`src/design/bffa_pkg.sv`:
```
// ============================================================================
// Bitmap first-fit allocator package
// Map word geometry, result kinds and the command and status bundles that
// pass between the controller and the datapath.
// ============================================================================
package bffa_pkg;

    // Occupancy map word: 8 units per RAM word
    localparam int WORD_BITS = 8;
    localparam int WORD_LSB  = 3;

    // Field widths
    localparam int REQ_W   = 13;
    localparam int START_W = 12;
    localparam int ADDR_W  = 32;

    // Kind of result to load into the output register
    typedef enum logic [1:0] {
        RES_ZERO = 2'b00,   // zero-length request
        RES_RUN  = 2'b01,   // run found and marked
        RES_FAIL = 2'b10    // no run fits
    } res_kind_t;

    // Controller to datapath
    typedef struct packed {
        logic      clear_wr;    // write a zero word during the clearing pass
        logic      req_load;    // capture the request word
        logic      scan_init;   // restart scan pointers and run state
        logic      scan_step;   // issue next map read, evaluate previous word
        logic      mark_wr;     // write back one marked word
        logic      res_load;    // load the output register
        res_kind_t res_kind;
    } bffa_cmd_t;

    // Datapath to controller
    typedef struct packed {
        logic clear_last;   // clearing pass is on the last word
        logic req_zero;     // captured request has zero length
        logic req_long;     // captured request exceeds the heap
        logic scan_hit;     // run completes in the word being evaluated
        logic scan_end;     // last word evaluated without a hit
        logic mark_last;    // marking the last word of the run
        logic out_free;     // output register can take a word this cycle
    } bffa_sts_t;

endpackage

```
`src/design/bffa_ctrl.sv`:
```
// ============================================================================
// Bitmap first-fit allocator controller
// Sequences the clearing pass, request check, map scan, run marking and
// result hand-off.
// ============================================================================
module bffa_ctrl (
    input  logic               clk,
    input  logic               rst_n,
    input  logic               req_valid,
    output logic               req_ready,
    input  bffa_pkg::bffa_sts_t sts,
    output bffa_pkg::bffa_cmd_t cmd
);

    typedef enum logic [6:0] {
        ST_CLEAR   = 7'b0000001,
        ST_IDLE    = 7'b0000010,
        ST_CHECK   = 7'b0000100,
        ST_SCAN    = 7'b0001000,
        ST_MARK_RD = 7'b0010000,
        ST_MARK_WR = 7'b0100000,
        ST_DONE    = 7'b1000000
    } state_t;

    state_t              state_reg;
    state_t              state_next;
    bffa_pkg::res_kind_t kind_reg;
    bffa_pkg::res_kind_t kind_next;

    // State and pending result kind
    always_ff @(posedge clk or negedge rst_n)
    begin
        if (!rst_n)
        begin
            state_reg <= ST_CLEAR;
            kind_reg  <= bffa_pkg::RES_FAIL;
        end
        else
        begin
            state_reg <= state_next;
            kind_reg  <= kind_next;
        end
    end

    // Next state and commands
    always_comb
    begin
        state_next   = state_reg;
        kind_next    = kind_reg;
        req_ready    = 1'b0;
        cmd          = '0;
        cmd.res_kind = kind_reg;
        unique case (state_reg)
            ST_CLEAR:
            begin
                cmd.clear_wr = 1'b1;
                if (sts.clear_last)
                begin
                    state_next = ST_IDLE;
                end
            end
            ST_IDLE:
            begin
                req_ready    = 1'b1;
                cmd.req_load = req_valid;
                if (req_valid)
                begin
                    state_next = ST_CHECK;
                end
            end
            ST_CHECK:
            begin
                if (sts.req_zero)
                begin
                    kind_next  = bffa_pkg::RES_ZERO;
                    state_next = ST_DONE;
                end
                else if (sts.req_long)
                begin
                    kind_next  = bffa_pkg::RES_FAIL;
                    state_next = ST_DONE;
                end
                else
                begin
                    cmd.scan_init = 1'b1;
                    state_next    = ST_SCAN;
                end
            end
            ST_SCAN:
            begin
                cmd.scan_step = 1'b1;
                if (sts.scan_hit)
                begin
                    state_next = ST_MARK_RD;
                end
                else if (sts.scan_end)
                begin
                    kind_next  = bffa_pkg::RES_FAIL;
                    state_next = ST_DONE;
                end
            end
            ST_MARK_RD:
            begin
                state_next = ST_MARK_WR;
            end
            ST_MARK_WR:
            begin
                cmd.mark_wr = 1'b1;
                if (sts.mark_last)
                begin
                    kind_next  = bffa_pkg::RES_RUN;
                    state_next = ST_DONE;
                end
                else
                begin
                    state_next = ST_MARK_RD;
                end
            end
            ST_DONE:
            begin
                cmd.res_load = sts.out_free;
                if (sts.out_free)
                begin
                    state_next = ST_IDLE;
                end
            end
            default:
            begin
                state_next = ST_IDLE;
            end
        endcase
    end

endmodule

```
`config.mk`:
```
export PLATFORM = sky130hd
export DESIGN_NAME = bffa_ctrl
export DESIGN_NICKNAME = d
export VERILOG_FILES = /design/src/design/bffa_pkg.sv /design/src/design/bffa_ctrl.sv
export SDC_FILE = /design/constraint.sdc
export NUM_CORES = 1
export LEC_CHECK = 0
export ABC_AREA = 1
export ABC_CLOCK_PERIOD_IN_PS = 1300
export BUFFER_PORTS_ARGS = -buffer_cell sky130_fd_sc_hd__buf_2
export CORE_UTILIZATION = 38
export CTS_CLUSTER_DIAMETER = 60
export DETAILED_ROUTE_END_ITERATION = 16
export SETUP_SLACK_MARGIN = 0.15
export SLEW_MARGIN = 0
export SYNTH_ARGS = -nofsm -noshare
export SYNTH_HDL_FRONTEND = slang
export SYNTH_SLANG_ARGS = --single-unit
```
`constraint.sdc`:
```
create_clock -name clk -period 1.3 [get_ports clk]
set_clock_uncertainty 0.1 [all_clocks]
set_input_delay 0.26 -clock clk [delete_from_list [all_inputs] [get_ports clk]]
set_output_delay 0.26 -clock clk [all_outputs]
set_load 0.03 [all_outputs]
```
==> run metrics <==
Synth Instances about 80; Crit Path Max Fanout 3; Critical path origin state_reg[3]; final setup fails 13; Critical Path End Type output port; Die Area between 1500 and 2000 um^2; failing checks setup timing; hpwl dp 1.08 mm; largest net degree at the start of global routing 10; DR iter-0 viols 17; CP required 0.94 ns; worst hold slack between 0.1 and 0.15 ns; reg-to-reg startpoint state_reg[0]; total number of vias between 600 and 700; vias in the first global route 650; Cell Area, Synth 597 um^2; clock power share a little under an eighth; total CTS buffers 3; worst skew pair latency between 0.2 and 0.3 ns; final net count 140; Overflow after GRT 0; Inserted Diodes 0; Final ANT Viol Nets 0; detailed-route DRC error count 0; RR Endpoint kind_reg[0]; min-delay worst type in2reg; htree depth 1; number of placement rows 13; number of antenna violations at the first check in global routing 0; Final period util 131%; io pins 19; IO Port Bufs 18; top cell type by total area after synthesis dfrtp_1; hold violation count in the final report 0; Yosys cell types 18; R2R Setup Slk -0.28 ns; GP Congestion slightly below 0.7; via/cell ratio between 4 and 5; overall die width between 40 and 50 um; clk root buf clkbuf_4; CP startpoint kind flop; Worst-Margin Slew between 0.2 and 0.25 ns; Sw Pwr between 0.0008 and 0.0009 W; Core Footprint 1380 um^2; WL/cell between 10 and 15 um; Slew headroom a little under nine tenths; internal cell power approximately 0.0011 W; share of cells above drive strength 1 roughly 67%; Die Height approximately 42 um; TritonCTS clock tree done; Cells after DPL 126; Routed WL 1.82 mm; reg2reg path depth 11; Post-Synthesis Mean Instance Area about 7.3 um^2; critical path endpoint cmd[6]; Slew Viols, Final 0; Global Route Usage Sum 22.3%; Layout area overhead 89.3%; CTS Sinks 9; Setup CP Type reg2out; max FFs per register 7; Net Sw Frac 45.0%; syn nets 92; combinational power share 67.7%; CP arrival roughly 1.3 ns; router iterations before antenna repair 4; cell area power density between 1500 and 2000 nW/um^2; P_leak around 0.60 nW; initial core utilization between 40 and 50%; register area share after synthesis a little under two fifths; Final WS setup -0.404 ns; Synth Warn # 0; first-pass GRT wire length ~2.9 mm; synth top area cells dfrtp_1 29%, nand2_1 13%, dfstp_2 8.8%; CTS Buffer Depth 2; Max IR drop VDD 0.00120 V; fmax a little under 600 MHz; most frequent cells in the layout 18 x buf_4, 17 x nand2_1, 15 x buf_6; status complete, but fails checks; clk slew on worst S/H paths 0.07 ns; most common cell after layout, fill and taps aside buf_4; top cell type's share of synthesized area roughly 30%; Final Util 81.7%; Synth Register Bits 9; count of non-filler cells in the finished layout between 100 and 150; maxcap violations 0; RSZ-0062 raised after global routing yes; sequential power share a little over a fifth; Tmin final 1.70 ns
-- cell families (layout without fill, tap and decap cells) --
family | after synthesis | after routing | synth area share (%)
and+or+nand+nor | 53 | 53 | 48.8
buffers and inverters | 18 | 65 | 11.3
DFF | 9 | 9 | 38.2
AOI/OAI and AO/OA | 2 | 2 | 1.68
-- critical path, cell delays in order (launching register included) --
cell	delay (ns)
dfrtp_1	0.40
inv_2	0.09
nand2_4	0.09
nor3_4	0.18
nand2_4	0.10
nor2_4	0.10
buf_6	0.13
-- layer usage --
metal / global-route usage, % / part of all wire (%)
met5: 0 / 0
met1: 29.5 / 43
met4: 9.68 / 1.9
met2: 35.6 / 51
met3: 3.91 / 3.6
-- timing repair --
item,4_1_cts,5_1_grt
hold buffers,1,0
endpoints found under the hold margin,9,0
buffers inserted,8,5
endpoints found under the setup margin,17,18
resized for setup,26,12
pin swaps,10,10
-- Yosys cell counts, drive strengths merged --
cell / count
inv: 18
dfstp: 2
dfrtp: 7
nand3: 8
nor2: 14
nand4: 1
o21ai: 2
nand2: 27
nor3: 2
nand3b: 1
-- power by group through the flow --
stage / Clock (W) / Combinational, W / Sequential (W)
final: 0.000226 / 0.00135 / 0.000416
after floorplan: 0 / 0.000605 / 0.000443
after global placement: 0 / 0.000951 / 0.000417
after detailed placement: 0 / 0.000951 / 0.000417
after global routing: 0.000247 / 0.00143 / 0.000426
after CTS: 0.000224 / 0.00120 / 0.000415
-- final cells by class --
class	instances	area (um^2)
Clock buffer	4	26.3
Fill cell	90	253
Inverter	18	75.1
Multi-Input combinational cell	55	422
Sequential cell	9	229
Tap cell	15	18.8
Timing Repair Buffer	43	359
-- metrics by stage --
stage               setup WS (ns)  TNS [ns]  power (W)  cell area (um^2)
floorplan                 -0.0353   -0.0702    0.00105               656
global placement           -0.136    -0.877    0.00137               847
detailed placement         -0.146     -1.01    0.00137               847
CTS                        -0.368     -3.36    0.00184              1040
global route               -0.480     -4.62    0.00211              1130
finish                     -0.404     -3.61    0.00199              1130
-- worst min path at each step --
stage               startpoint      endpoint  slack (ns)  cells after the start
floorplan                rst_n   kind_reg[0]       -0.14                      0
global placement         rst_n  state_reg[3]        0.02                      1
detailed placement       rst_n  state_reg[2]        0.03                      1
CTS                     sts[1]   kind_reg[0]        0.12                      3
global route            sts[3]  state_reg[3]        0.16                      2
finish                  sts[1]   kind_reg[0]        0.12                      3
No activity file was read; power rests on OpenSTA's default activity.
